$ cat config.mk
export PLATFORM = sky130hd
export DESIGN_NAME = tone_symbol_char_assembler_core
export DESIGN_NICKNAME = d
export VERILOG_FILES = /design/src/hdl/tsca_pkg.sv /design/src/hdl/tsca_front.sv /design/src/hdl/tsca_queue.sv /design/src/hdl/tsca_back.sv /design/src/hdl/tone_symbol_char_assembler_core.sv
export SDC_FILE = /design/constraint.sdc
export NUM_CORES = 1
export LEC_CHECK = 0
export ABC_AREA = 1
export ABC_CLOCK_PERIOD_IN_PS = 3350
export BUFFER_PORTS_ARGS = -buffer_cell sky130_fd_sc_hd__buf_4
export CAP_MARGIN = 5
export CORE_UTILIZATION = 47
export CTS_BUF_LIST = sky130_fd_sc_hd__clkbuf_16
export DETAILED_ROUTE_END_ITERATION = 12
export PLACE_DENSITY = 0.66
export SLEW_MARGIN = 20
export SYNTH_ARGS = -nofsm -noshare
export SYNTH_HDL_FRONTEND = slang
export SYNTH_HIERARCHICAL = 1
export SYNTH_SLANG_ARGS = --single-unit
export TNS_END_PERCENT = 20
$ cat constraint.sdc
create_clock -name clk -period 3.35 [get_ports clk]
set_input_delay 0 -clock clk [delete_from_list [all_inputs] [get_ports clk]]
set_output_delay 0 -clock clk [all_outputs]
set_load 0.05 [all_outputs]
$ cat src/hdl/tsca_pkg.sv
// ----------------------------------------------------------------------------
// tsca_pkg
// Shared types and constants for the tone symbol character assembler.
// ----------------------------------------------------------------------------
package tsca_pkg;

  // character geometry
  localparam int unsigned BITS_PER_CHAR = 8;
  localparam int unsigned CNT_W         = 4;
  localparam logic [CNT_W-1:0] CNT_FULL = CNT_W'(BITS_PER_CHAR);
  localparam logic [CNT_W-1:0] CNT_SAT  = CNT_W'(BITS_PER_CHAR + 1);

  // tone frequencies in Hz
  localparam logic [15:0] FREQ_ZERO_A = 16'd39145;
  localparam logic [15:0] FREQ_ZERO_B = 16'd39474;
  localparam logic [15:0] FREQ_ZERO_C = 16'd39803;
  localparam logic [15:0] FREQ_MARK   = 16'd40132;
  localparam logic [15:0] FREQ_ONE_A  = 16'd40461;
  localparam logic [15:0] FREQ_ONE_B  = 16'd40789;
  localparam logic [15:0] FREQ_ONE_C  = 16'd41118;

  // symbol codes
  typedef enum logic [1:0] {
    SYM_ZERO = 2'd0,
    SYM_ONE  = 2'd1,
    SYM_MARK = 2'd2
  } sym_t;

  // result kinds and fixed characters
  localparam logic       KIND_CHAR = 1'b0;
  localparam logic       KIND_END  = 1'b1;
  localparam logic [7:0] ERR_CHAR  = 8'd63;
  localparam logic [7:0] END_CHAR  = 8'd0;

  // command queue geometry
  localparam int unsigned Q_AW    = 2;
  localparam int unsigned Q_DEPTH = 1 << Q_AW;

  // one closed run: one or two result beats
  typedef struct packed {
    logic       two;      // a second character beat follows
    logic       r0_kind;
    logic [7:0] r0_char;
    logic [7:0] r1_char;  // second beat is always a character
  } cmd_t;

  // frequency to symbol map
  function automatic sym_t map_freq(input logic [15:0] f);
    sym_t s;
    case (f)
      FREQ_ZERO_A, FREQ_ZERO_B, FREQ_ZERO_C: s = SYM_ZERO;
      FREQ_MARK:                             s = SYM_MARK;
      FREQ_ONE_A, FREQ_ONE_B, FREQ_ONE_C:    s = SYM_ONE;
      default:                               s = SYM_ZERO;
    endcase
    return s;
  endfunction

endpackage

$ cat src/hdl/tsca_front.sv
// ----------------------------------------------------------------------------
// tsca_front
// Accepts symbol slots, collects the run and, on each silent slot, builds
// the result command for the back end, if the run or open message yields one.
// ----------------------------------------------------------------------------
module tsca_front (
  input  logic                clk,
  input  logic                rst_n,
  input  logic                in_valid,
  output logic                in_stall,
  input  logic                in_tone_present,
  input  logic [15:0]         in_tone_freq,
  input  logic                q_full,
  output logic                push,
  output tsca_pkg::cmd_t      push_cmd
);

  logic [tsca_pkg::CNT_W-1:0] count_r, count_nxt;
  logic [7:0]                 shift_r, shift_nxt;
  logic                       marker_r, marker_nxt;
  logic                       open_r, open_nxt;
  logic                       accept;
  tsca_pkg::sym_t             sym;
  logic                       err_first;
  logic                       byte_nz;

  assign in_stall = q_full;
  assign accept   = in_valid && !q_full;
  assign sym      = tsca_pkg::map_freq(in_tone_freq);
  assign err_first = marker_r && open_r;
  assign byte_nz   = (shift_r != 8'd0);

  // run update and command build
  always_comb begin
    count_nxt  = count_r;
    shift_nxt  = shift_r;
    marker_nxt = marker_r;
    open_nxt   = open_r;
    push       = 1'b0;
    push_cmd   = '{two: 1'b0, r0_kind: tsca_pkg::KIND_CHAR,
                   r0_char: tsca_pkg::ERR_CHAR, r1_char: shift_r};
    if (accept) begin
      if (in_tone_present) begin
        if (count_r < tsca_pkg::CNT_SAT) begin
          count_nxt = count_r + 1'b1;
        end
        if (!marker_r) begin
          if (sym == tsca_pkg::SYM_MARK) begin
            marker_nxt = 1'b1;
          end else begin
            shift_nxt = {shift_r[6:0], (sym == tsca_pkg::SYM_ONE)};
          end
        end
      end else begin
        count_nxt  = '0;
        shift_nxt  = 8'd0;
        marker_nxt = 1'b0;
        if (count_r == '0) begin
          // empty run closes an open message
          if (open_r) begin
            push             = 1'b1;
            push_cmd.r0_kind = tsca_pkg::KIND_END;
            push_cmd.r0_char = tsca_pkg::END_CHAR;
            open_nxt         = 1'b0;
          end
        end else if (count_r != tsca_pkg::CNT_FULL) begin
          // wrong length
          push     = 1'b1;
          open_nxt = 1'b1;
        end else begin
          // full run: optional error mark, then byte if nonzero
          push         = err_first || byte_nz;
          push_cmd.two = err_first && byte_nz;
          if (!err_first) begin
            push_cmd.r0_char = shift_r;
          end
          open_nxt = open_r || err_first || byte_nz;
        end
      end
    end
  end

  // state registers
  always_ff @(posedge clk) begin
    if (!rst_n) begin
      count_r  <= '0;
      shift_r  <= 8'd0;
      marker_r <= 1'b0;
      open_r   <= 1'b0;
    end else begin
      count_r  <= count_nxt;
      shift_r  <= shift_nxt;
      marker_r <= marker_nxt;
      open_r   <= open_nxt;
    end
  end

endmodule

$ cat src/hdl/tsca_queue.sv
// ----------------------------------------------------------------------------
// tsca_queue
// Short command queue between front and back end.
// ----------------------------------------------------------------------------
module tsca_queue (
  input  logic           clk,
  input  logic           rst_n,
  input  logic           push,
  input  tsca_pkg::cmd_t push_cmd,
  output logic           full,
  input  logic           pop,
  output logic           not_empty,
  output tsca_pkg::cmd_t head
);

  tsca_pkg::cmd_t              mem [tsca_pkg::Q_DEPTH];
  tsca_pkg::cmd_t              head_r;
  logic [tsca_pkg::Q_AW-1:0]   wr_ptr_r, rd_ptr_r, rd_ptr_nxt;
  logic [tsca_pkg::Q_AW:0]     cnt_r, cnt_nxt;
  logic                        do_pop;

  assign full       = (cnt_r == (tsca_pkg::Q_AW+1)'(tsca_pkg::Q_DEPTH));
  assign not_empty  = (cnt_r != '0);
  assign head       = head_r;
  assign do_pop     = pop && not_empty;
  assign rd_ptr_nxt = do_pop ? rd_ptr_r + 1'b1 : rd_ptr_r;

  // occupancy
  always_comb begin
    cnt_nxt = cnt_r;
    case ({push, do_pop})
      2'b10:   cnt_nxt = cnt_r + 1'b1;
      2'b01:   cnt_nxt = cnt_r - 1'b1;
      default: cnt_nxt = cnt_r;
    endcase
  end

  // storage; the head word is read ahead, with a bypass when the new
  // entry lands at the next head address
  always_ff @(posedge clk) begin
    if (push) begin
      mem[wr_ptr_r] <= push_cmd;
    end
    if (push && (wr_ptr_r == rd_ptr_nxt)) begin
      head_r <= push_cmd;
    end else begin
      head_r <= mem[rd_ptr_nxt];
    end
  end

  // pointers
  always_ff @(posedge clk) begin
    if (!rst_n) begin
      wr_ptr_r <= '0;
      rd_ptr_r <= '0;
      cnt_r    <= '0;
    end else begin
      if (push) begin
        wr_ptr_r <= wr_ptr_r + 1'b1;
      end
      rd_ptr_r <= rd_ptr_nxt;
      cnt_r    <= cnt_nxt;
    end
  end

endmodule

$ cat src/hdl/tsca_back.sv
// ----------------------------------------------------------------------------
// tsca_back
// Expands queued commands into result beats through an output register.
// ----------------------------------------------------------------------------
module tsca_back (
  input  logic           clk,
  input  logic           rst_n,
  input  logic           q_not_empty,
  input  tsca_pkg::cmd_t q_head,
  output logic           pop,
  output logic           out_valid,
  input  logic           out_stall,
  output logic           out_result_kind,
  output logic [7:0]     out_char_value,
  output logic           out_last_of_run
);

  logic       valid_r, valid_nxt;
  logic       kind_r, kind_nxt;
  logic [7:0] char_r, char_nxt;
  logic       last_r, last_nxt;
  logic       sec_pend_r, sec_pend_nxt;
  logic [7:0] sec_char_r, sec_char_nxt;
  logic       load;

  assign load = !valid_r || !out_stall;

  // next beat selection
  always_comb begin
    valid_nxt    = valid_r;
    kind_nxt     = kind_r;
    char_nxt     = char_r;
    last_nxt     = last_r;
    sec_pend_nxt = sec_pend_r;
    sec_char_nxt = sec_char_r;
    pop          = 1'b0;
    if (load) begin
      if (sec_pend_r) begin
        valid_nxt    = 1'b1;
        kind_nxt     = tsca_pkg::KIND_CHAR;
        char_nxt     = sec_char_r;
        last_nxt     = 1'b1;
        sec_pend_nxt = 1'b0;
      end else if (q_not_empty) begin
        pop          = 1'b1;
        valid_nxt    = 1'b1;
        kind_nxt     = q_head.r0_kind;
        char_nxt     = q_head.r0_char;
        last_nxt     = !q_head.two;
        sec_pend_nxt = q_head.two;
        sec_char_nxt = q_head.r1_char;
      end else begin
        valid_nxt = 1'b0;
      end
    end
  end

  // control registers
  always_ff @(posedge clk) begin
    if (!rst_n) begin
      valid_r    <= 1'b0;
      sec_pend_r <= 1'b0;
    end else begin
      valid_r    <= valid_nxt;
      sec_pend_r <= sec_pend_nxt;
    end
  end

  // payload registers
  always_ff @(posedge clk) begin
    kind_r     <= kind_nxt;
    char_r     <= char_nxt;
    last_r     <= last_nxt;
    sec_char_r <= sec_char_nxt;
  end

  assign out_valid       = valid_r;
  assign out_result_kind = kind_r;
  assign out_char_value  = char_r;
  assign out_last_of_run = last_r;

endmodule

$ cat src/hdl/tone_symbol_char_assembler_core.sv
// ----------------------------------------------------------------------------
// tone_symbol_char_assembler_core
// Path: the first result of a silent slot is registered in the command queue, then in the output register.
// Throughput: one slot per cycle unless the queue is full; a slot with two results gives two output beats.
// A four-entry command queue absorbs bursts; input stalls only when it is full.
// Reset: synchronous, active low; clears the run, message flag, queue and output.
// ----------------------------------------------------------------------------
module tone_symbol_char_assembler_core (
  input  logic        clk,
  input  logic        rst_n,
  input  logic        in_valid,
  output logic        in_stall,
  input  logic        in_tone_present,
  input  logic [15:0] in_tone_freq,
  output logic        out_valid,
  input  logic        out_stall,
  output logic        out_result_kind,
  output logic [7:0]  out_char_value,
  output logic        out_last_of_run
);

  logic           push;
  tsca_pkg::cmd_t push_cmd;
  logic           q_full;
  logic           pop;
  logic           q_not_empty;
  tsca_pkg::cmd_t q_head;

  // slot intake and run tracking
  tsca_front u_front (
    .clk             (clk),
    .rst_n           (rst_n),
    .in_valid        (in_valid),
    .in_stall        (in_stall),
    .in_tone_present (in_tone_present),
    .in_tone_freq    (in_tone_freq),
    .q_full          (q_full),
    .push            (push),
    .push_cmd        (push_cmd)
  );

  // command queue
  tsca_queue u_queue (
    .clk       (clk),
    .rst_n     (rst_n),
    .push      (push),
    .push_cmd  (push_cmd),
    .full      (q_full),
    .pop       (pop),
    .not_empty (q_not_empty),
    .head      (q_head)
  );

  // result beats
  tsca_back u_back (
    .clk             (clk),
    .rst_n           (rst_n),
    .q_not_empty     (q_not_empty),
    .q_head          (q_head),
    .pop             (pop),
    .out_valid       (out_valid),
    .out_stall       (out_stall),
    .out_result_kind (out_result_kind),
    .out_char_value  (out_char_value),
    .out_last_of_run (out_last_of_run)
  );

endmodule

Yosys cells after proc, flatten, opt, wreduce, memory -nomap -nowiden
Memories as Yosys holds them, arrays and structs flattened. A register that Yosys moved wholly into a read port is not among the register bits.
Index checks and enable logic that the tools add are counted.
- flip-flop bits (word level): 41
- bits in writable memories: 72
- input bits: 21
- output and inout bits: 12
- word-level logic and storage cells: 97
- memories kept: 1
- memory list (name ; words ; width ; read ports ; clocked after Yosys merged registers in ; wr ports ; RTL line ; RTL):
    u_queue.mem ; 4 ; 18 ; 1 ; 1 ; 1 ; tsca_queue.sv:16 ; tsca_pkg::cmd_t mem [tsca_pkg::Q_DEPTH];
- $add $sub $neg: 5
- order comparisons: 1
- equality and inequality tests: 13
- multiplexer cells: 39
- bitwise operators: 2
- reductions and logical operators: 23
- operators with widths (kind ; number):
    $eq 16x16->1 const B ; 4
    $mux 8 ; 8
    $mux 1 ; 23
    $mux 10 ; 2
    $mux 9 ; 1
    $mux 4 ; 2
    $reduce_bool 8->1 ; 1
    $pmux 3 s2 ; 1
    $reduce_and 2->1 ; 3
    $reduce_and 3->1 ; 2
    $add 2x1->2 const B ; 2
    $add 4x1->4 const B ; 1
    $eq 2x1->1 const B ; 2
    $eq 2x2->1 const B ; 2
    $logic_and 1x1->1 ; 4
    $logic_not 1->1 ; 4
    $logic_not 4->1 ; 1
    $logic_or 1x1->1 ; 4
    $lt 4x4->1 const B ; 1
    $ne 2x2->1 const B ; 2
    $ne 4x4->1 const B ; 1
    $pmux 2 s2 ; 1
    $reduce_bool 2->1 ; 2
    $add 3x1->3 const B ; 1
    7 further kinds ; 8

Logic depth before layout (Yosys ltp)
Gate-level depths: netlist of run 1.
- depth in word-level cells: 8
- depth in mapped cells: 17
- depth with buffers taken out: 17

By module
The synthesis of run 1 kept the hierarchy.
- by module, submodules not included (module ; times used ; cells each ; area an instance (µm²) ; seq. area each (µm²)):
    tsca_queue ; 1 ; 241 ; 3184.3 ; 2342.2
    tsca_front ; 1 ; 164 ; 992.2 ; 280.3
    tsca_back ; 1 ; 62 ; 797.0 ; 580.6

Least setup slack after synthesis of run 1
Ideal clock, no wire load.
- path kind: reg2reg
- from: register u_back.valid_r, in the netlist u_back/out_valid
- to: register u_queue/cnt_r[2] in the netlist's numbering
- library setup time: 0.113 ns
- arrival time: 2.362 ns
- required time: 3.237 ns
- setup slack: 0.876 ns
- cell stages (with the launch flop): 15
- path buffers: 0
- period minus slack after synthesis: 2.474 ns
- path through: dfxtp_1 nand2_1 clkinv_2 nor3_2 nand2_1 inv_1 ha_1 inv_1 fa_1 inv_1 nand2_1 nand3_1 nand2_1 nand2_1 nor2_1
- longest elaborated chain between the ends: 6
- elaborated cells between the ends (all ways): 8
- classes of those cells: eq/ne (2); mux (2); reduce/logical (4)
- ends and longest elaborated chain (what ; RTL line ; RTL):
    from (decl) ; tsca_back.sv:18 ; logic valid_r, valid_nxt;
    from (signal assigned) ; tsca_back.sv:64 ; valid_r <= valid_nxt;
    $logic_not 1->1 * ; tsca_back.sv:26 ; assign load = !valid_r || !out_stall;
    $logic_or 1x1->1 * ; tsca_back.sv:26 ;
    $mux 1 * ; tsca_back.sv:37 ; if (load) begin
    via pop ; tone_symbol_char_assembler_core.sv:25 ; logic pop;
    $logic_and 1x1->1 * ; tsca_queue.sv:25 ; assign do_pop = pop && not_empty;
    $eq 2x1->1 / $eq 2x2->1 (equally long branches) ; tsca_queue.sv:31 ; case ({push, do_pop})
    $pmux 3 s2 / $reduce_bool 2->1 (equally long branches) ; - ;
    to (signal assigned) ; tsca_queue.sv:62 ; cnt_r <= cnt_nxt;
    to (decl) ; tsca_queue.sv:19 ; logic [tsca_pkg::Q_AW:0] cnt_r, cnt_nxt;
Mark *: on every way through the listed nets, which the timed path passes. The rest lies on a longest branch.
A chain may end at the register's enable or synchronous reset.

Worst setup path after layout of run 1
- from: register u_queue/cnt_r[2] in the netlist's numbering
- to: register u_queue/cnt_r[2] in the netlist's numbering
- elaborated cells between the ends (all ways): 15
- classes of those cells: add/sub (2); eq/ne (3); mux (5); reduce/logical (5)
- RTL lines (what ; RTL line ; RTL):
    $eq 3x3->1 * ; tsca_queue.sv:22 ; assign full = (cnt_r == (tsca_pkg::Q_AW+1)'(tsca_pkg::Q_DEPTH));
    $logic_not 1->1 * ; tsca_front.sv:28 ; assign accept = in_valid && !q_full;
    $logic_and 1x1->1 * ; tsca_front.sv:28 ;
    $mux 1 * ; tsca_front.sv:42 ; if (accept) begin
    via push ; tone_symbol_char_assembler_core.sv:22 ; logic push;
    $eq 2x1->1 / $eq 2x2->1 (equally long branches) ; tsca_queue.sv:31 ;
    $pmux 3 s2 / $reduce_bool 2->1 (equally long branches) ; - ;
Marks and branches as above.

==> results of run 1 <==
[worst min-delay path: stages]
cell and delay, ns:
buf_4 0.09, nor2_2 0.03, nand2_1 0.05, nor2_1 0.03
nand2_1 0.05, nand2_1 0.05, nand2_1 0.05, a21oi_1 0.05
[kinds of logic (layout without fill, tap and decap cells)]
| family | after synthesis | count (layout) |
|---|---|---|
| AOI/OAI and AO/OA | 84 | 84 |
| adders and majority gates | 8 | 8 |
| buffers and inverters | 62 | 123 |
| DFF | 115 | 115 |
| and+or+nand+nor | 198 | 198 |
[flip-flops by register name, summed over array words and instances (netlist names), named ones only]
signal and count:
u_back/out_valid 1, u_queue/rd_ptr_r 2, u_front/shift_r 8, u_front/count_r 4, u_back/out_last_of_run 1, u_queue/mem 72
u_back/out_result_kind 1, u_front/marker_r 1, u_back/sec_pend_r 1, u_back/out_char_value 8, u_queue/wr_ptr_r 2, u_queue/cnt_r 3
u_front/open_r 1, u_back/sec_char_r 8
[cell usage after synthesis (2+ instances only)]
| library cell | n | area [um2] |
|---|---|---|
| buf_4 | 5 | 37.54 |
| buf_6 | 9 | 101.4 |
| edfxtp_1 | 90 | 2703 |
| clkinv_2 | 3 | 15.01 |
| nand3_1 | 17 | 85.08 |
| a211oi_1 | 2 | 15.01 |
| nand4_1 | 2 | 12.51 |
| nand2_2 | 12 | 75.07 |
| inv_2 | 4 | 15.01 |
| nor2_2 | 7 | 43.79 |
| nand2_1 | 84 | 315.3 |
| a31oi_1 | 2 | 12.51 |
| dfxtp_1 | 25 | 500.5 |
| ha_1 | 7 | 87.58 |
| nor3_1 | 3 | 15.01 |
| o22ai_1 | 18 | 112.6 |
| o21ai_1 | 16 | 80.08 |
| o21ai_0 | 31 | 155.2 |
| nor2_1 | 66 | 247.7 |
| a21oi_1 | 14 | 70.07 |
| inv_1 | 40 | 150.1 |
[where the power goes]
group	internal [mW]	total, mW	switching, mW
Clock	1.16	1.78	0.620
Combinational	0.268	0.915	0.648
Sequential	1.75	1.84	0.0879
[cells in the final DEF (no fill, tap or decap), types with 7 or more instances in the layout]
cell and instances:
clkbuf_16 17, nand2_2 12, a21oi_1 14, inv_1 41, buf_4 39, o21ai_1 16
nor2_1 66, o22ai_1 18, edfxtp_1 90, nor2_2 7, o21ai_0 31, dfxtp_1 25
nand2_1 84, nand3_1 17, ha_1 7
[layout make-up]
class	count	area (um2)
fill	894	4347
clock inverter	15	167.7
inverter	48	191.4
multi-input combinational	290	1440
tap	136	170.2
sequential	115	3203
timing repair buffer	43	332.8
clock buffer	17	425.4
[how the worst min path moves through the flow]
stage,endpoint,start,cells past startpoint,slack (ns)
floorplan,u_queue/cnt_r[2],rst_n,2,0.12
global placement,u_back/out_valid,out_stall,3,0.33
detailed placement,u_back/out_valid,out_stall,3,0.33
CTS,u_front/shift_r[0],in_tone_freq[9],8,0.04
global route,u_front/count_r[3],in_valid,5,0.08
finish,u_front/shift_r[0],in_tone_freq[9],8,0.05
[per-layer routing]
layer,vias to the layer above,part of all wire
met5,-,0
met4,0,0.011
met3,10,0.047
met2,93,0.51
met1,1619,0.44
li1,1693,-
[per-stage QoR]
step           hold WS (ns)  utilization  area [um2]  power (mW)  std cells
3_3_place_gp         0.3294       0.5155        5298       2.749        628
6_report            0.05130       0.5771        5931       4.529        664
2_1_floorplan        0.1205            -        4974       2.533        467
5_1_grt             0.08327       0.5771        5931       4.725        664
3_5_place_dp         0.3322       0.5155        5298       2.775        628
4_1_cts             0.03878       0.5771        5931       4.569        664
[what timing repair did]
item,CTS,global route
hold buffers,4,0
hold endpoints to repair,23,0
setup buffers,0,0
==> flow_metrics.tcl, run 1 <==
set metrics [dict create \
    status "complete, no violations" \
    synthAdderAreaFrac 0.02164 \
    slowest_stage "nor3_1" \
    p_leak_nw 2.332 \
    crit_required_ns 3.66 \
    ys_async_sr_fraction 0 \
    die_h_um 104.9 \
    grt_max_degree 37 \
    antenna_left 0 \
    synth_fp_nets 496 \
    r2r_cells 17 \
    synth_area_um2 4974 \
    drtIter0Drc 204 \
    synth_xor_area_frac 0 \
    power.density_nw_per_um2 763.6 \
    yosys.area_share.simple 0.1751 \
    ys_ff_latch 115 \
    placementRows 37 \
    use_met1 0.2377 \
    wire_per_inst_um 14.93 \
    portBuffers 32 \
    htree_levels 4 \
    gp_congestion 0.8558 \
    drv_slew 0 \
    busiest_layer "met2" \
    synth.distinct_cells 31 \
    area_growth_pct 19.25 \
    antenna_found_initial 0 \
    cpPeakStageDelay_ns 0.53 \
    root_buffer "clkbuf_16" \
    dr.pass1.iters 5 \
    final.min_clock_period_ns 2.906 \
    synth-compound-area-share 0.09283 \
    ys.flop_type "edfxtp_1" \
    fp.dieW_um 104.9 \
    vias 3415 \
    fin_ws_ns 0.4441 \
    fmax_mhz 344.1 \
    synth-warning-count 6 \
    startpoint_type "flop" \
    use_met2 0.3221 \
    final_layout_size_suffix_gt1_frac 0.1913 \
    synth_top_family_by_area "simple AND/OR/NAND/NOR gates" \
    fin_skew_ns 0.01426 \
    io_pins 33 \
    cts_made_buffers 17 \
    worstSetupPathType "flop to flop" \
    dieArea_um2 11000 \
    cts_resized 0 \
    start_util 0.4839 \
    slew_headroom 0.4923 \
    rr_endpoint "u_queue/cnt_r[2]" \
    syn_inst 467 \
    crit_start "u_queue/cnt_r[2]" \
    ir_drop_mv 0.5191 \
    arrival_ns 3.21 \
    pre_cts_ws_ns 0.4525 \
    cp.depth 17 \
    holdCritPathClass "primary input to flop" \
    crit_fanout 7 \
    diodes 0 \
    cts_tree "done" \
    setup_viol 0 \
    use_met3 0.07112 \
    tightest_slew_ns 0.7605 \
    crit_chain "inv_1, nor3_1, nor2_2, nand2_2, inv_2, nand2_1, a31oi_1, inv_1, ha_1, inv_1, fa_1, inv_1, nand2_1, nand3_1, nand2_1, nand2_1, nor2_1" \
    reg2reg_slack_ns 0.44 \
    endpoint "u_queue/cnt_r[2]" \
    via_per_inst 5.143 \
    path_clk_slew_ns 0.05 \
    setup-tns-final_ns 0 \
    routed_wirelength_um 9914 \
    cts_buffer_depth 2 \
    reg2reg_from "u_queue/cnt_r[2]" \
    gr-total-overflow 0 \
    synth-edff-count 90 \
    fin_crit_sh 0.8674 \
    hold_viol_final 0 \
    grt_usage 0.1960 \
    hpwlAfterDp_um 6448 \
    path_delay_family "simple AND/OR/NAND/NOR gates" \
    drc 0 \
    critical_path_buf_inv_count 5 \
    clock_latency_ns 0.41 \
    max_cap_viol_count 0 \
    fp.coreArea_um2 10280 \
    end_kind "flop" \
    syn_avg_cell_area_um2 10.65 \
    numClockSinks 115 \
    grt_pass1_wl_um 16410 \
    synth_mux_area_frac 0 \
    fin_nets 544 \
    rsz0062_at_grt "no" \
    grt_pass1_vias 3436 \
    yosysSeqAreaShare 0.6440 \
]
(Power assumes the default switching activity.)
==> run 2, diff against run 1 <==
--- a/config.mk
+++ b/config.mk
@@ -5,14 +5,13 @@
 export SDC_FILE = /design/constraint.sdc
 export NUM_CORES = 1
 export LEC_CHECK = 0
-export ABC_AREA = 1
 export ABC_CLOCK_PERIOD_IN_PS = 3350
 export BUFFER_PORTS_ARGS = -buffer_cell sky130_fd_sc_hd__buf_4
 export CAP_MARGIN = 5
 export CORE_UTILIZATION = 47
 export CTS_BUF_LIST = sky130_fd_sc_hd__clkbuf_16
 export DETAILED_ROUTE_END_ITERATION = 12
-export PLACE_DENSITY = 0.66
+export PLACE_DENSITY = 0.67
 export SLEW_MARGIN = 20
 export SYNTH_ARGS = -nofsm -noshare
 export SYNTH_HDL_FRONTEND = slang
==> run 2 against run 1 <==
Against the previous run:
- register-to-register slack better by 0.07 ns
- synthesized area fell by 3.5%
- critical endpoint unchanged
- critical path depth decreased by 4
- highest routed layer unchanged
- sequential power fell by 16%
- largest power group is now clock
==> flow_metrics.tcl, run 2 <==
set metrics [dict create \
    synthTopCellsByCount "90 x edfxtp_1, 25 x dfxtp_1, 22 x nand2_1" \
    fin_nets 383 \
    synth-edff-count 90 \
    power_mw 3.334 \
    crit_fanout 7 \
    root_buffer "clkbuf_16" \
    regMostFlops "u_queue/mem" \
    dieArea_um2 10610 \
    io_pins 33 \
    synth.most_common_cell "edfxtp_1" \
    portBuffers 32 \
    gp_congestion 0.8141 \
    synth_area_um2 4797 \
    grt_usage 0.1738 \
    wl_met1_um 3581 \
    slowest_stage "a31oi_1" \
    rsz0062_at_grt "no" \
    cts_tree "done" \
    cts_made_buffers 17 \
    layout_common_cells "90 x edfxtp_1, 43 x buf_4, 25 x dfxtp_1, 22 x nand2_1, 17 x clkbuf_16" \
    die_h_um 103.0 \
    routed_wirelength_um 8008 \
    dr_wl_met2_um 3978 \
    arrival_ns 3.14 \
    fin_crit_sh 0.8457 \
    power.density_nw_per_um2 576.1 \
    startpoint_type "flop" \
    fin_skew_ns 0.006466 \
    syn_avg_cell_area_um2 16.10 \
    wire_per_inst_um 16.02 \
    fp.coreArea_um2 9819 \
    yosysSeqAreaShare 0.6677 \
    gr-total-overflow 0 \
    crit_chain "inv_1, and3_1, nor2b_1, buf_4, nand2b_1, a31oi_1, inv_1, ha_1, inv_1, fa_1, xor2_1, or3_1, a21boi_0" \
    slew_headroom 0.4761 \
    post_cts_buffers 0 \
    drtIter0Drc 149 \
    final.min_clock_period_ns 2.833 \
    ys.flop_type "edfxtp_1" \
    syn_inst 298 \
    routed.top_layer "met4" \
    cts_buffer_depth 2 \
    numClockSinks 115 \
    via_per_inst 5.302 \
    whs_ns 0.01596 \
    setup_viol 0 \
    htree_levels 4 \
    antenna_left 0 \
    ys_async_sr_fraction 0 \
    clock_latency_ns 0.41 \
    crit_required_ns 3.66 \
    cts_resized 0 \
    grt_max_degree 21 \
    synth_top_area_share 0.5634 \
    crit_start "u_queue/cnt_r[0]" \
    met3_length_um 366 \
    fin_ws_ns 0.5169 \
    synth_top_area_cell "edfxtp_1" \
    grt_pass1_vias 2665 \
    final_layout_size_suffix_gt1_frac 0.2752 \
    worstSetupPathType "flop to flop" \
    setup-tns-final_ns 0 \
    synth_fp_nets 327 \
    grt_pass1_wl_um 13010 \
    antenna_found_initial 0 \
    ir_drop_mv 0.2751 \
    reg2reg_from "u_queue/cnt_r[0]" \
    layout_commonest_cell "edfxtp_1" \
    p_leak_nw 2.077 \
    tightest_slew_ns 0.7848 \
    min_from "in_tone_freq[4]" \
    cpPeakStageDelay_ns 0.44 \
    dr.pass1.iters 4 \
    path_clk_slew_ns 0.05 \
    hpwlAfterDp_um 5128 \
    crit_path_frequent_cell "inv_1" \
    pre_cts_ws_ns 0.5231 \
    area_growth_pct 20.63 \
    diodes 0 \
    synth-warning-count 6 \
    holdCritPathClass "primary input to flop" \
    fp.dieW_um 103.0 \
    fmax_mhz 353.0 \
    largest_register_ffs 72 \
    status "complete, no violations" \
    drc 0 \
    placementRows 36 \
    reg2reg_slack_ns 0.52 \
    synth.distinct_cells 55 \
    drv_slew 0 \
    ys_ff_latch 115 \
    hold_viol_final 0 \
    synthTopCellsByArea "edfxtp_1 56%, dfxtp_1 10%, mux4_2 4.7%" \
    start_util 0.4885 \
    max_cap_viol_count 0 \
    end_kind "flop" \
    vias 2651 \
]
-- run 2: cell count changes in the layout (fill, tap and decap cells not counted), moves of 9 or more --
cell / previous run / this run
and2_1: 0 / 9
inv_1: 41 / 14
mux4_2: 0 / 10
nand2_1: 84 / 22
nand2_2: 12 / 0
nand3_1: 17 / 3
nor2_1: 66 / 15
o21ai_0: 31 / 11
o21ai_1: 16 / 0
o22ai_1: 18 / 7
-- run 2: final timing paths --
path                                         end  cells past startpoint
worst min register to register              flop                      1
worst max-delay path            u_queue/cnt_r[2]                     13
worst max register to register  u_queue/cnt_r[2]                     13
worst min-delay path            u_front/marker_r                      4
-- run 2: logic make-up (layout without fill, tap and decap cells) --
group / after synthesis / in the layout / share of synthesized area
DFF: 115 / 115 / 0.6677
AOI/OAI and AO/OA: 39 / 39 / 0.05869
adders and majority gates: 8 / 8 / 0.02243
xor gates and xnor gates: 6 / 6 / 0.01095
and+or+nand+nor: 82 / 82 / 0.09624
buffers and inverters: 21 / 90 / 0.02765
muxes: 27 / 27 / 0.1163
-- run 2: routing by layer --
metal / vias up / track usage
li1: 1273 / -
met1: 1311 / 0.2100
met2: 60 / 0.2754
met3: 7 / 0.06712
met4: 0 / 0.08234
met5: - / 0
-- run 2: critical path, delay by kind of cell (launching register included) --
| family | cells | cell delay (ns) |
|---|---|---|
| fa+ha+maj | 2 | 0.43 |
| compound gates | 2 | 0.67 |
| simple gates | 4 | 0.71 |
| xor+xnor | 1 | 0.07 |
| flops | 1 | 0.42 |
| buf+inv | 4 | 0.42 |
-- run 2: timing repair --
item                                   in CTS  in global routing
endpoints found under the hold margin      21                  0
setup endpoints to repair                   0                  0
hold buffers                                4                  0
-- run 2: where the power goes --
part	internal, mW	leakage [nW]	total [mW]	switching [mW]
combinational	0.0577	0.731	0.129	0.0715
sequential	1.54	1.07	1.55	0.00826
clock	1.07	0.277	1.65	0.584
total	2.67	2.08	3.33	0.664
-- run 2: per-stage QoR --
step / std cells / cell area (um2) / utilization
floorplan: 298 / 4797 / -
global placement: 464 / 5195 / 0.5291
detailed placement: 464 / 5195 / 0.5291
CTS: 500 / 5787 / 0.5893
global route: 500 / 5787 / 0.5893
finish: 500 / 5787 / 0.5893
-- run 2: layout make-up --
| class | instances | area, um2 |
|---|---|---|
| Sequential cell | 115 | 3203 |
| Clock inverter | 15 | 126.4 |
| Tap cell | 133 | 166.4 |
| Inverter | 11 | 41.29 |
| Timing Repair Buffer | 47 | 362.8 |
| Multi-Input combinational cell | 162 | 1461 |
| Fill cell | 773 | 4033 |
| Clock buffer | 17 | 425.4 |
